==> config.mk <==
export PLATFORM = sky130hd
export DESIGN_NAME = space_netstring_request_parser
export DESIGN_NICKNAME = d
export VERILOG_FILES = /design/src/sv/snrp_pkg.sv /design/src/sv/snrp_core.sv /design/src/sv/space_netstring_request_parser.sv
export SDC_FILE = /design/constraint.sdc
export NUM_CORES = 1
export LEC_CHECK = 0
export ABC_CLOCK_PERIOD_IN_PS = 7900
export BUFFER_PORTS_ARGS = -buffer_cell sky130_fd_sc_hd__buf_2
export CELL_PAD_IN_SITES_DETAIL_PLACEMENT = 1
export CELL_PAD_IN_SITES_GLOBAL_PLACEMENT = 2
export CORE_ASPECT_RATIO = 0.5
export CORE_MARGIN = 3
export CORE_UTILIZATION = 38
export DETAILED_ROUTE_END_ITERATION = 8
export GPL_TIMING_DRIVEN = 1
export PLACE_DENSITY_LB_ADDON = 0.3
export SLEW_MARGIN = 10
export SYNTH_ARGS = -nofsm -noshare
export SYNTH_HDL_FRONTEND = slang
export SYNTH_SLANG_ARGS = --single-unit
export TNS_END_PERCENT = 1
==> constraint.sdc <==
create_clock -name clock -period 7.9 [get_ports clock]
set_clock_uncertainty 0.1 [all_clocks]
set_input_delay 1.58 -clock clock [delete_from_list [all_inputs] [get_ports clock]]
set_output_delay 1.58 -clock clock [all_outputs]
set_load 0.02 [all_outputs]
==> src/sv/snrp_pkg.sv <==
// Shared types, constants and helper functions for the netstring request parser.
// Used by snrp_core and by the top level space_netstring_request_parser.
// Depends on nothing.
package snrp_pkg;

   // Largest message the byte position counter is sized for.
   localparam int MAX_MSG_BYTES = 65536;

   // Position saturation value: min(MAX_MSG_BYTES - 1, 65535).
   localparam logic [15:0] POS_TOP =
      (MAX_MSG_BYTES - 1 > 65535) ? 16'hFFFF : 16'(MAX_MSG_BYTES - 1);

   // Character codes of the message syntax.
   localparam logic [7:0] CHAR_SPACE = 8'h20;
   localparam logic [7:0] CHAR_COLON = 8'h3A;
   localparam logic [7:0] CHAR_ZERO  = 8'h30;
   localparam logic [7:0] CHAR_NINE  = 8'h39;

   // Status codes of a finished message.
   localparam logic [2:0] ST_OK            = 3'd0;
   localparam logic [2:0] ST_MISSING_SPACE = 3'd1;
   localparam logic [2:0] ST_HDR_COLON     = 3'd2;
   localparam logic [2:0] ST_HDR_LONG      = 3'd3;
   localparam logic [2:0] ST_BODY_COLON    = 3'd4;
   localparam logic [2:0] ST_BODY_LONG     = 3'd5;

   // Parser phases: one per name field, and lead, digit, seek and data phases for the header and body.
   typedef enum logic [3:0] {
      PH_IDENT  = 4'd0,
      PH_CLIENT = 4'd1,
      PH_PATH   = 4'd2,
      PH_HLEAD  = 4'd3,
      PH_HDIG   = 4'd4,
      PH_HSEEK  = 4'd5,
      PH_HDATA  = 4'd6,
      PH_BLEAD  = 4'd7,
      PH_BDIG   = 4'd8,
      PH_BSEEK  = 4'd9,
      PH_BDATA  = 4'd10
   } phase_type;

   // One result of a finished message.
   typedef struct packed {
      logic [2:0]  status;
      logic [15:0] ident_length;
      logic [15:0] client_offset;
      logic [15:0] client_length;
      logic [15:0] path_offset;
      logic [15:0] path_length;
      logic [15:0] headers_offset;
      logic [15:0] headers_length;
      logic [15:0] body_offset;
      logic [15:0] body_length;
   } result_type;

   // Advance a byte position, holding at the saturation value.
   function automatic logic [15:0] next_pos(input logic [15:0] pos);
      next_pos = (pos >= POS_TOP) ? POS_TOP : pos + 16'd1;
   endfunction

   // Append one decimal digit to a length, saturating at 65535.
   function automatic logic [15:0] acc_digit(input logic [15:0] acc, input logic [3:0] dig);
      logic [19:0] sum;
      sum = ({4'd0, acc} << 3) + ({4'd0, acc} << 1) + {16'd0, dig};
      acc_digit = (sum > 20'd65535) ? 16'hFFFF : sum[15:0];
   endfunction

endpackage

==> src/sv/snrp_core.sv <==
// Parser state and per-byte update logic of the netstring request parser.
// Consumes one registered byte per step and forms the result on the final byte.
// Depends on snrp_pkg.
module snrp_core (
   input  logic                   clock,
   input  logic                   reset,
   input  logic                   step_en,
   input  logic [7:0]             data_byte,
   input  logic                   last_byte,
   output logic                   res_fire,
   output snrp_pkg::result_type   res
);
   import snrp_pkg::*;

   phase_type   phase_ff, phase_in, phase_upd;
   logic [15:0] position_ff, position_in;
   logic [15:0] skip_ff, skip_in, skip_upd;
   logic [15:0] ident_len_ff, ident_len_in, ident_len_upd;
   logic [15:0] client_off_ff, client_off_in, client_off_upd;
   logic [15:0] client_len_ff, client_len_in, client_len_upd;
   logic [15:0] path_off_ff, path_off_in, path_off_upd;
   logic [15:0] path_len_ff, path_len_in, path_len_upd;
   logic [15:0] hdr_off_ff, hdr_off_in, hdr_off_upd;
   logic [15:0] hdr_len_ff, hdr_len_in, hdr_len_upd;
   logic [15:0] body_off_ff, body_off_in, body_off_upd;
   logic [15:0] body_len_ff, body_len_in, body_len_upd;
   logic [15:0] pos_next;
   logic        is_space, is_colon, is_digit;
   logic [2:0]  status;

   // Character classes of the current byte.
   assign is_space = (data_byte == CHAR_SPACE);
   assign is_colon = (data_byte == CHAR_COLON);
   assign is_digit = (data_byte inside {[CHAR_ZERO:CHAR_NINE]});
   assign pos_next = next_pos(position_ff);

   // Next phase after this byte.
   always_comb begin
      phase_upd = phase_ff;
      case (phase_ff)
         PH_IDENT:  if (is_space) phase_upd = PH_CLIENT;
         PH_CLIENT: if (is_space) phase_upd = PH_PATH;
         PH_PATH:   if (is_space) phase_upd = PH_HLEAD;
         PH_HLEAD: begin
            if (is_colon)      phase_upd = PH_HDATA;
            else if (is_digit) phase_upd = PH_HDIG;
            else if (!is_space) phase_upd = PH_HSEEK;
         end
         PH_HDIG: begin
            if (is_colon)       phase_upd = PH_HDATA;
            else if (!is_digit) phase_upd = PH_HSEEK;
         end
         PH_HSEEK:  if (is_colon) phase_upd = PH_HDATA;
         PH_HDATA:  if (skip_ff >= hdr_len_ff) phase_upd = PH_BLEAD;
         PH_BLEAD: begin
            if (is_colon)       phase_upd = PH_BDATA;
            else if (is_digit)  phase_upd = PH_BDIG;
            else if (!is_space) phase_upd = PH_BSEEK;
         end
         PH_BDIG: begin
            if (is_colon)       phase_upd = PH_BDATA;
            else if (!is_digit) phase_upd = PH_BSEEK;
         end
         PH_BSEEK:  if (is_colon) phase_upd = PH_BDATA;
         PH_BDATA:  phase_upd = PH_BDATA;
         default:   phase_upd = PH_IDENT;
      endcase
   end

   // Field offsets, lengths and the data skip counter after this byte.
   always_comb begin
      skip_upd       = skip_ff;
      ident_len_upd  = ident_len_ff;
      client_off_upd = client_off_ff;
      client_len_upd = client_len_ff;
      path_off_upd   = path_off_ff;
      path_len_upd   = path_len_ff;
      hdr_off_upd    = hdr_off_ff;
      hdr_len_upd    = hdr_len_ff;
      body_off_upd   = body_off_ff;
      body_len_upd   = body_len_ff;
      case (phase_ff)
         PH_IDENT: begin
            if (is_space) begin
               ident_len_upd  = position_ff;
               client_off_upd = pos_next;
            end
         end
         PH_CLIENT: begin
            if (is_space) begin
               client_len_upd = position_ff - client_off_ff;
               path_off_upd   = pos_next;
            end
         end
         PH_PATH: begin
            if (is_space) begin
               path_len_upd = position_ff - path_off_ff;
               hdr_len_upd  = 16'd0;
            end
         end
         PH_HLEAD, PH_HDIG: begin
            if (is_colon) begin
               hdr_off_upd = pos_next;
               skip_upd    = 16'd0;
            end else if (is_digit) begin
               hdr_len_upd = acc_digit(hdr_len_ff, data_byte[3:0]);
            end
         end
         PH_HSEEK: begin
            if (is_colon) begin
               hdr_off_upd = pos_next;
               skip_upd    = 16'd0;
            end
         end
         PH_HDATA: begin
            if (skip_ff >= hdr_len_ff) body_len_upd = 16'd0;
            else                       skip_upd = skip_ff + 16'd1;
         end
         PH_BLEAD, PH_BDIG: begin
            if (is_colon) begin
               body_off_upd = pos_next;
               skip_upd     = 16'd0;
            end else if (is_digit) begin
               body_len_upd = acc_digit(body_len_ff, data_byte[3:0]);
            end
         end
         PH_BSEEK: begin
            if (is_colon) begin
               body_off_upd = pos_next;
               skip_upd     = 16'd0;
            end
         end
         PH_BDATA: begin
            if (skip_ff != 16'hFFFF) skip_upd = skip_ff + 16'd1;
         end
         default: skip_upd = skip_ff;
      endcase
   end

   // Status of a message that ends with this byte.
   always_comb begin
      case (phase_upd)
         PH_IDENT, PH_CLIENT, PH_PATH: status = ST_MISSING_SPACE;
         PH_HLEAD, PH_HDIG, PH_HSEEK:  status = ST_HDR_COLON;
         PH_HDATA:                     status = ST_HDR_LONG;
         PH_BLEAD, PH_BDIG, PH_BSEEK:  status = ST_BODY_COLON;
         default: status = (body_len_upd >= skip_upd) ? ST_BODY_LONG : ST_OK;
      endcase
   end

   // Result fields; all but the status are zero when the message failed.
   always_comb begin
      res_fire = step_en && last_byte;
      res      = '0;
      res.status = status;
      if (status == ST_OK) begin
         res.ident_length   = ident_len_upd;
         res.client_offset  = client_off_upd;
         res.client_length  = client_len_upd;
         res.path_offset    = path_off_upd;
         res.path_length    = path_len_upd;
         res.headers_offset = hdr_off_upd;
         res.headers_length = hdr_len_upd;
         res.body_offset    = body_off_upd;
         res.body_length    = body_len_upd;
      end
   end

   // Register inputs: hold when idle, start over after the final byte.
   always_comb begin
      phase_in      = phase_ff;
      position_in   = position_ff;
      skip_in       = skip_ff;
      ident_len_in  = ident_len_ff;
      client_off_in = client_off_ff;
      client_len_in = client_len_ff;
      path_off_in   = path_off_ff;
      path_len_in   = path_len_ff;
      hdr_off_in    = hdr_off_ff;
      hdr_len_in    = hdr_len_ff;
      body_off_in   = body_off_ff;
      body_len_in   = body_len_ff;
      if (step_en) begin
         if (last_byte) begin
            phase_in      = PH_IDENT;
            position_in   = '0;
            skip_in       = '0;
            ident_len_in  = '0;
            client_off_in = '0;
            client_len_in = '0;
            path_off_in   = '0;
            path_len_in   = '0;
            hdr_off_in    = '0;
            hdr_len_in    = '0;
            body_off_in   = '0;
            body_len_in   = '0;
         end else begin
            phase_in      = phase_upd;
            position_in   = pos_next;
            skip_in       = skip_upd;
            ident_len_in  = ident_len_upd;
            client_off_in = client_off_upd;
            client_len_in = client_len_upd;
            path_off_in   = path_off_upd;
            path_len_in   = path_len_upd;
            hdr_off_in    = hdr_off_upd;
            hdr_len_in    = hdr_len_upd;
            body_off_in   = body_off_upd;
            body_len_in   = body_len_upd;
         end
      end
   end

   // Parser state registers.
   always_ff @(posedge clock) begin
      if (reset) begin
         phase_ff      <= PH_IDENT;
         position_ff   <= '0;
         skip_ff       <= '0;
         ident_len_ff  <= '0;
         client_off_ff <= '0;
         client_len_ff <= '0;
         path_off_ff   <= '0;
         path_len_ff   <= '0;
         hdr_off_ff    <= '0;
         hdr_len_ff    <= '0;
         body_off_ff   <= '0;
         body_len_ff   <= '0;
      end else begin
         phase_ff      <= phase_in;
         position_ff   <= position_in;
         skip_ff       <= skip_in;
         ident_len_ff  <= ident_len_in;
         client_off_ff <= client_off_in;
         client_len_ff <= client_len_in;
         path_off_ff   <= path_off_in;
         path_len_ff   <= path_len_in;
         hdr_off_ff    <= hdr_off_in;
         hdr_len_ff    <= hdr_len_in;
         body_off_ff   <= body_off_in;
         body_len_ff   <= body_len_in;
      end
   end

   // A final byte always leaves the parser at the start of a new message.
   a_restart: assert property (@(posedge clock) disable iff (reset)
      (step_en && last_byte) |=> (phase_ff == PH_IDENT && position_ff == 16'd0))
      else $error("parser did not restart after the final byte");

   // The header data counter never passes the header length.
   a_hdr_skip: assert property (@(posedge clock) disable iff (reset)
      (phase_ff == PH_HDATA) |-> (skip_ff <= hdr_len_ff))
      else $error("header skip count ran past the header length");

   // The byte position stays within its saturation value.
   a_pos_top: assert property (@(posedge clock) disable iff (reset)
      position_ff <= POS_TOP)
      else $error("byte position above its saturation value");

endmodule

==> src/sv/space_netstring_request_parser.sv <==
// Top level of the netstring request parser: input byte register, parser
// core and result register with the valid/stall handshakes.
// Depends on snrp_pkg and snrp_core.
//
// Usage:
// The request channel (req_valid, req_stall, req_data_byte, req_last_byte)
// carries one message byte per transfer; req_last_byte marks the final byte.
// Each message gives exactly one transfer on the result channel (rsp_valid,
// rsp_stall, rsp_status and the offset/length fields), made from its final
// byte. A failed message reports a nonzero status and zero fields.
// Throughput is one byte per cycle while rsp_stall does not hold a result:
// the byte register feeds the parser, which updates its state and forms the
// result combinationally; the final byte then enters the result register.
// While a result waits under rsp_stall, the next byte is still taken into the
// byte register; that byte waits there, and req_stall rises, until the result
// register is free again. Results are never dropped or repeated.
// Reset is synchronous and active high; it empties both registers and
// returns the parser to the start of a message. No setup is needed.
module space_netstring_request_parser (
   input  logic        clock,
   input  logic        reset,
   input  logic        req_valid,
   output logic        req_stall,
   input  logic [7:0]  req_data_byte,
   input  logic        req_last_byte,
   output logic        rsp_valid,
   input  logic        rsp_stall,
   output logic [2:0]  rsp_status,
   output logic [15:0] rsp_ident_length,
   output logic [15:0] rsp_client_offset,
   output logic [15:0] rsp_client_length,
   output logic [15:0] rsp_path_offset,
   output logic [15:0] rsp_path_length,
   output logic [15:0] rsp_headers_offset,
   output logic [15:0] rsp_headers_length,
   output logic [15:0] rsp_body_offset,
   output logic [15:0] rsp_body_length
);
   import snrp_pkg::*;

   logic       in_valid_ff, in_valid_in;
   logic [7:0] in_byte_ff;
   logic       in_last_ff;
   logic       out_valid_ff, out_valid_in;
   result_type out_res_ff;
   logic       req_xfer, advance, res_fire;
   result_type res;

   // The byte register drains whenever the result register can take a result.
   assign advance   = in_valid_ff && !(out_valid_ff && rsp_stall);
   assign req_stall = in_valid_ff && !advance;
   assign req_xfer  = req_valid && !req_stall;

   snrp_core u_core (
      .clock     (clock),
      .reset     (reset),
      .step_en   (advance),
      .data_byte (in_byte_ff),
      .last_byte (in_last_ff),
      .res_fire  (res_fire),
      .res       (res)
   );

   // Valid bits of the byte register and the result register.
   always_comb begin
      in_valid_in = in_valid_ff;
      if (req_xfer)     in_valid_in = 1'b1;
      else if (advance) in_valid_in = 1'b0;

      out_valid_in = out_valid_ff;
      if (out_valid_ff && !rsp_stall) out_valid_in = 1'b0;
      if (res_fire)                   out_valid_in = 1'b1;
   end

   always_ff @(posedge clock) begin
      if (reset) begin
         in_valid_ff  <= 1'b0;
         out_valid_ff <= 1'b0;
      end else begin
         in_valid_ff  <= in_valid_in;
         out_valid_ff <= out_valid_in;
      end
   end

   // Payload registers.
   always_ff @(posedge clock) begin
      if (req_xfer) begin
         in_byte_ff <= req_data_byte;
         in_last_ff <= req_last_byte;
      end
      if (res_fire) begin
         out_res_ff <= res;
      end
   end

   // Result channel ports.
   assign rsp_valid          = out_valid_ff;
   assign rsp_status         = out_res_ff.status;
   assign rsp_ident_length   = out_res_ff.ident_length;
   assign rsp_client_offset  = out_res_ff.client_offset;
   assign rsp_client_length  = out_res_ff.client_length;
   assign rsp_path_offset    = out_res_ff.path_offset;
   assign rsp_path_length    = out_res_ff.path_length;
   assign rsp_headers_offset = out_res_ff.headers_offset;
   assign rsp_headers_length = out_res_ff.headers_length;
   assign rsp_body_offset    = out_res_ff.body_offset;
   assign rsp_body_length    = out_res_ff.body_length;

   // A waiting byte is not consumed while the result register is blocked.
   a_hold_byte: assert property (@(posedge clock) disable iff (reset)
      (in_valid_ff && out_valid_ff && rsp_stall) |=> in_valid_ff)
      else $error("byte register drained into a blocked result register");

   // A failed message reports only its status.
   a_fail_zero: assert property (@(posedge clock) disable iff (reset)
      (out_valid_ff && out_res_ff.status != ST_OK) |->
         (out_res_ff.ident_length == 16'd0 && out_res_ff.headers_length == 16'd0 &&
          out_res_ff.body_offset == 16'd0 && out_res_ff.body_length == 16'd0))
      else $error("failed message carries nonzero fields");

endmodule

==> flow_summary.ini, run 1 <==
[logic_synthesis]
seq_area_frac_synth_pct = 45.01
ys_seq_elements = 338
synth_top_area_cell = edfxtp_1
yosysMostFrequentCell = nor2_1
synthFlopType = dfxtp_1
async_flop_share_pct = 0
syn_area_per_cell_um2 = 9.168
synthCells = 2018
synth_warnings = 0
synth.area.top_cells = edfxtp_1 (25%), dfxtp_1 (20%), ha_1 (8.5%), nor2_1 (6.4%), a22oi_1 (4.5%)
synth.distinct_cells = 79
syn_nets = 2163
yosysTopAreaCellShare_pct = 25.32
synth_edf_count = 156
syn-cell-area_um2 = 18500
synth_commonest_cells = nor2_1 (316), nand2_1 (201), dfxtp_1 (182)

[timing]
slew_headroom_pct = 19.05
setup_viol = 0
drv_slew = 0
max_freq_ghz = 0.1435
worstMarginPinSlew_ns = 1.212
setup-tns-final_ns = 0
rsz0062_at_grt = no
hold_violations = 0
fin_crit_ns = 6.970
fin_crit_sh_pct = 88.23

[run]
drv_cap = 0

[clock_network]
cts_buffers = 35
hold_buffers = 0
clkSlewWorstSetupHoldPaths_ns = 0.07
cts_sinks = 338
cts_max_level = 2
cts_buffer_depth = 3
worstSkewPairLatency_ns = 0.57
cts-root-buf = clkbuf_16
cts_tree = built
cts_setup_buffers = 0
cts_resized = 0

[hold_path]
hp-class = register to register
hp-start = u_core.client_len_ff[10]$_SDFFE_PP0P_
min_path_cells = 2
hold_end = u_core.client_len_ff[10]$_SDFFE_PP0P_

[pwr]
p_sw_share_pct = 23.49
power_density_nw_per_um2 = 172.1
internal-power_uw = 2777
power_switching_uw = 852.5
pwr-share-comb_pct = 2.7
seq_power_share_pct = 50.6
clkPwrFrac_pct = 46.7
peakVddDrop_v = 0.0001256
p_leak_uw = 0.008422

[detailed_routing]
vias = 15690
vias_per_cell = 5.589
dr.first_iter.drc_count = 1128
wl_um = 60330
wl_per_cell_um = 21.48
drc_errors = 0
drtPass1Iterations = 5
drtAntennaViolNets = 0

[critical_path]
end_kind = register
regToRegStartpoint = in_byte_ff[3]$_DFFE_PP_
path_max_fanout = 117
start_kind = register
crit_type = register to register
reg2reg_to = rsp_body_offset[5]$_SDFFCE_PP0P_
r2r_setup_slack_ns = 0.93
reg2reg_depth = 22
cp.required_ns = 8.18
arrival_ns = 7.25

[placed_design]
port_buffers = 161
place.gp.congestion = 0.8685
dp.cells = 2744
hpwl_um = 41650

[die]
start_util_pct = 39.00
die_y_um = 162.0
rows = 56
die_area_um2 = 51530
ios = 162
die_x_um = 318.1
coreArea_um2 = 47440

[grt]
grt_pass1_vias = 16060
grt_use_total_pct = 22.98
grt_remaining_overflow = 0
grt_max_degree = 118
antenna_found_initial = 0
grt_pass1_wl_um = 94050

[layout]
syn_to_final_growth_pct = 14.02
diodes = 0
nFillCells = 5530
fin_cells = 2808
drive_gt1_share_pct = 12.76
layout.nets = 2288

[run_status]
status = finished, final reports clean
[worst max-delay path: stages, from the launching register on]
cell and delay, ns:
edfxtp_1 0.47, inv_1 0.10, fa_1 0.54, inv_1 0.07, fa_1 0.48, a211oi_1 0.33
o21ai_1 0.14, a31oi_2 0.24, a21oi_2 0.12, a21boi_0 0.28, mux2_2 0.40, a211oi_4 0.49
buf_4 0.25, nand2_1 0.07, a22o_1 0.21, ha_1 0.31, a21o_1 0.16, a21o_1 0.17
a221o_1 0.35, a221oi_1 0.59, nand3_4 0.23, buf_12 0.31, a211oi_1 0.28
[cell usage in the layout, fill, tap and decap left out, types with 5 or more instances in the layout]
master	n
a31oi_1	9
a22o_1	37
xnor2_1	34
a21oi_1	128
inv_1	80
nor2_1	314
nand3_1	29
a21o_1	28
and2_1	43
a211oi_1	66
edfxtp_1	156
nand2b_1	25
o211ai_1	7
clkbuf_16	35
nand4_1	5
o21ai_1	13
and3_1	25
nor2b_1	19
nand2_1	201
mux2i_1	7
nor3_1	22
fa_1	6
dfxtp_1	182
a22oi_1	112
o21ai_0	86
buf_4	31
xor2_1	22
buf_2	160
or3_1	6
clkbuf_1	12
o21a_1	23
a21boi_0	5
clkbuf_8	6
a32oi_1	10
ha_1	126
[area by class of cell]
class                           instances  area (µm²)  share of cell area (%)
Clock buffer                           53        1003                   4.757
Clock inverter                         11       117.6                  0.5575
Inverter                               81       309.0                   1.465
Multi-Input combinational cell       1495        9485                   44.96
Sequential cell                       338        8328                   39.48
Tap cell                              638       798.3                   3.784
Timing Repair Buffer                  192        1054                   4.994
[power by group through the flow]
| stage | clock network (µW) | registers [µW] | logic (µW) |
|---|---|---|---|
| 2_1_floorplan | 0 | 1880 | 52.8 |
| 3_3_place_gp | 0 | 1870 | 98.8 |
| 3_5_place_dp | 0 | 1870 | 100 |
| 4_1_cts | 1730 | 1840 | 100 |
| 5_1_grt | 1810 | 1830 | 107 |
| 6_report | 1700 | 1840 | 99.1 |
[cell families after synthesis]
group / synth area share [%]
simple gates: 17.02
compound gates: 21.67
flops: 45.01
buf+inv: 3.916
fa+ha+maj: 9.170
xor+xnor: 2.651
mux: 0.5613
[per-stage QoR]
step / instance area [µm²] / utilization [%] / total power [µW] / setup WS (ns) / hold WS [ns]
after floorplan: 18500 / - / 1934 / 1.993 / 0.3249
after global placement: 19970 / 42.11 / 1973 / 1.233 / 0.3379
after detailed placement: 19970 / 42.11 / 1974 / 0.9346 / 0.3559
after CTS: 21100 / 44.47 / 3666 / 0.9271 / 0.3700
after global routing: 21100 / 44.47 / 3748 / 0.3591 / 0.4004
final: 21100 / 44.47 / 3630 / 0.9302 / 0.3632
[sequential cells by signal, indices dropped and copies added (netlist names), 3 cells and up]
name,count
rsp_path_offset,16
in_byte_ff,8
rsp_path_length,16
u_core.client_off_ff,16
rsp_headers_offset,16
u_core.position_ff,16
rsp_client_offset,16
u_core.path_len_ff,16
u_core.ident_len_ff,16
u_core.hdr_len_ff,16
u_core.phase_ff,4
rsp_client_length,16
u_core.body_len_ff,16
rsp_headers_length,16
rsp_status,3
u_core.skip_ff,16
u_core.path_off_ff,16
rsp_body_length,16
u_core.body_off_ff,16
rsp_body_offset,16
rsp_ident_length,16
u_core.client_len_ff,16
u_core.hdr_off_ff,16
[worst max path at each step]
stage / start / to / slack (ns) / cells after the start
final: in_byte_ff[3]$_DFFE_PP_ / rsp_body_offset[5]$_SDFFCE_PP0P_ / 0.93 / 22
after global routing: in_byte_ff[3]$_DFFE_PP_ / rsp_body_offset[5]$_SDFFCE_PP0P_ / 0.36 / 24
after floorplan: rsp_stall / rsp_body_length[0]$_SDFFCE_PP0P_ / 1.99 / 6
after global placement: in_byte_ff[3]$_DFFE_PP_ / rsp_body_offset[6]$_SDFFCE_PP0P_ / 1.23 / 22
after detailed placement: in_byte_ff[3]$_DFFE_PP_ / rsp_client_offset[10]$_SDFFCE_PP0P_ / 0.93 / 22
after CTS: in_byte_ff[3]$_DFFE_PP_ / rsp_client_offset[10]$_SDFFCE_PP0P_ / 0.93 / 22
[metal layers]
layer  global-route usage (%)  vias up  part of all wire, %  wire length [µm]
met1                    31.73     7763                   47             28430
met4                    5.822        0                  2.3              1413
met3                    3.586       83                  4.7              2811
met5                        0        -                    0                 0
li1                         -     7540                    -                 -
met2                    37.88      307                   46             27680
(Power assumes the default switching activity.)
==> inputs of run 2 (changes only) <==
CAP_MARGIN = 40   (was default)
MAX_ROUTING_LAYER = met4   (was default)
==> flow_summary.ini, run 2 (same netlist as run 1, synthesis figures left out) <==
[timing]
setup_viol = 0
setup-tns-final_ns = 0
fin_crit_ns = 6.963
max_freq_ghz = 0.1436
worstMarginPinSlew_ns = 0.8712
fin_crit_sh_pct = 88.14
slew_headroom_pct = 41.43
holdWs_ns = 0.3644
hold_violations = 0
rsz0062_at_grt = no
drv_slew = 0

[layout]
drive_gt1_share_pct = 13.01
final_cell_mix = nor2_1 (314), nand2_1 (201), dfxtp_1 (182), buf_2 (160), edfxtp_1 (156)
final_util_pct = 44.56
nFillCells = 5553
syn_to_final_growth_pct = 14.25
layout_commonest_cell = nor2_1
layout.nets = 2295

[placed_design]
place.gp.congestion = 0.8826
hpwl_um = 41850
port_buffers = 161

[clock_network]
cts-root-buf = clkbuf_16
worstSkewPairLatency_ns = 0.55
cts_buffers = 35
cts_resized = 0
cts_buffer_depth = 3
cts_max_level = 2
clkSlewWorstSetupHoldPaths_ns = 0.06
hold_buffers = 0
cts_sinks = 338
cts_setup_buffers = 0
cts_tree = built

[run]
drv_cap = 0

[detailed_routing]
drc_errors = 0
drtAntennaViolNets = 0
drtPass1Iterations = 5
vias = 15900
wl_um = 60430
dr.first_iter.drc_count = 1100
vias_per_cell = 5.648
wl_per_cell_um = 21.47

[grt]
grt_max_degree = 118
grt_remaining_overflow = 0
grt_use_total_pct = 23.76
antenna_found_initial = 0
grt_pass1_vias = 16270
grt_pass1_wl_um = 94800

[die]
die_y_um = 162.0
start_util_pct = 39.00
ios = 162
die_area_um2 = 51530
rows = 56
die_x_um = 318.1
coreArea_um2 = 47440

[critical_path]
arrival_ns = 7.22
crit_path_start = in_byte_ff[3]$_DFFE_PP_
cp.required_ns = 8.15
end_kind = register
regToRegStartpoint = in_byte_ff[3]$_DFFE_PP_
crit_type = register to register
path_max_fanout = 117
start_kind = register

[pwr]
seq_power_share_pct = 51.4
pwr-share-comb_pct = 2.9
peakVddDrop_v = 0.0001020
internal-power_uw = 2740
power_density_nw_per_um2 = 169.0
power_switching_uw = 832.6
clkPwrFrac_pct = 45.8
p_leak_uw = 0.008451
p_sw_share_pct = 23.31

[hold_path]
hp-start = u_core.path_len_ff[14]$_SDFFE_PP0P_
hp-class = register to register

[run_status]
status = finished, final reports clean
==> run 2: critical path: stages, from the launching register on <==
cell and delay (ns):
edfxtp_1 0.46, inv_1 0.10, fa_1 0.54, inv_1 0.07, fa_1 0.48, a211oi_1 0.33, o21ai_1 0.14, a31oi_2 0.24
a21oi_2 0.12, a21boi_0 0.28, mux2_2 0.40, a211oi_4 0.49, buf_4 0.25, nand2_1 0.07, a22o_1 0.21, ha_1 0.30
a21o_1 0.16, a21o_1 0.17, a221o_1 0.35, a221oi_1 0.57, nand3_4 0.22, buf_12 0.29, a211oi_1 0.32
==> run 2: routing by layer <==
metal	part of all wire [%]	global-route usage (%)
met1	48	31.87
met4	2.1	5.321
met2	46	38.44
met5	0	-
met3	4.1	3.362
==> run 2: worst paths after layout <==
| path | to | slack, ns | cells past startpoint |
|---|---|---|---|
| worst max-delay path | rsp_body_offset[5]$_SDFFCE_PP0P_ | 0.94 | 22 |
| worst min-delay path | u_core.path_len_ff[14]$_SDFFE_PP0P_ | 0.36 | 1 |
| worst max register to register | rsp_body_offset[5]$_SDFFCE_PP0P_ | 0.94 | 22 |
| worst min register to register | u_core.path_len_ff[14]$_SDFFE_PP0P_ | 0.36 | 1 |
==> run 2: layout make-up <==
class,count,area (µm²),area share (%)
multi-input combinational,1495,9485,44.87
sequential,338,8328,39.40
timing repair buffer,199,1131,5.351
clock buffer,47,950.9,4.499
tap,638,798.3,3.776
inverter,81,309.0,1.462
clock inverter,16,132.6,0.6274
antenna,1,2.502,0.01184
==> run 2: per-stage QoR <==
step	area (µm²)	total power, µW	worst slack (ns)	std cells
6_report	21140	3572	0.9368	2815
5_1_grt	21140	3691	0.3542	2814
4_1_cts	21140	3611	0.9501	2814
3_5_place_dp	20050	1977	0.9796	2751
3_3_place_gp	19970	1973	1.233	2744
2_1_floorplan	18500	1934	1.993	2018
==> run 2: power by group through the flow <==
| stage | sequential, µW | clock (µW) | combinational (µW) |
|---|---|---|---|
| after floorplan | 1880 | 0 | 52.8 |
| after global placement | 1870 | 0 | 98.8 |
| after detailed placement | 1870 | 0 | 102 |
| after CTS | 1840 | 1670 | 103 |
| after global routing | 1830 | 1750 | 110 |
| final | 1840 | 1640 | 102 |
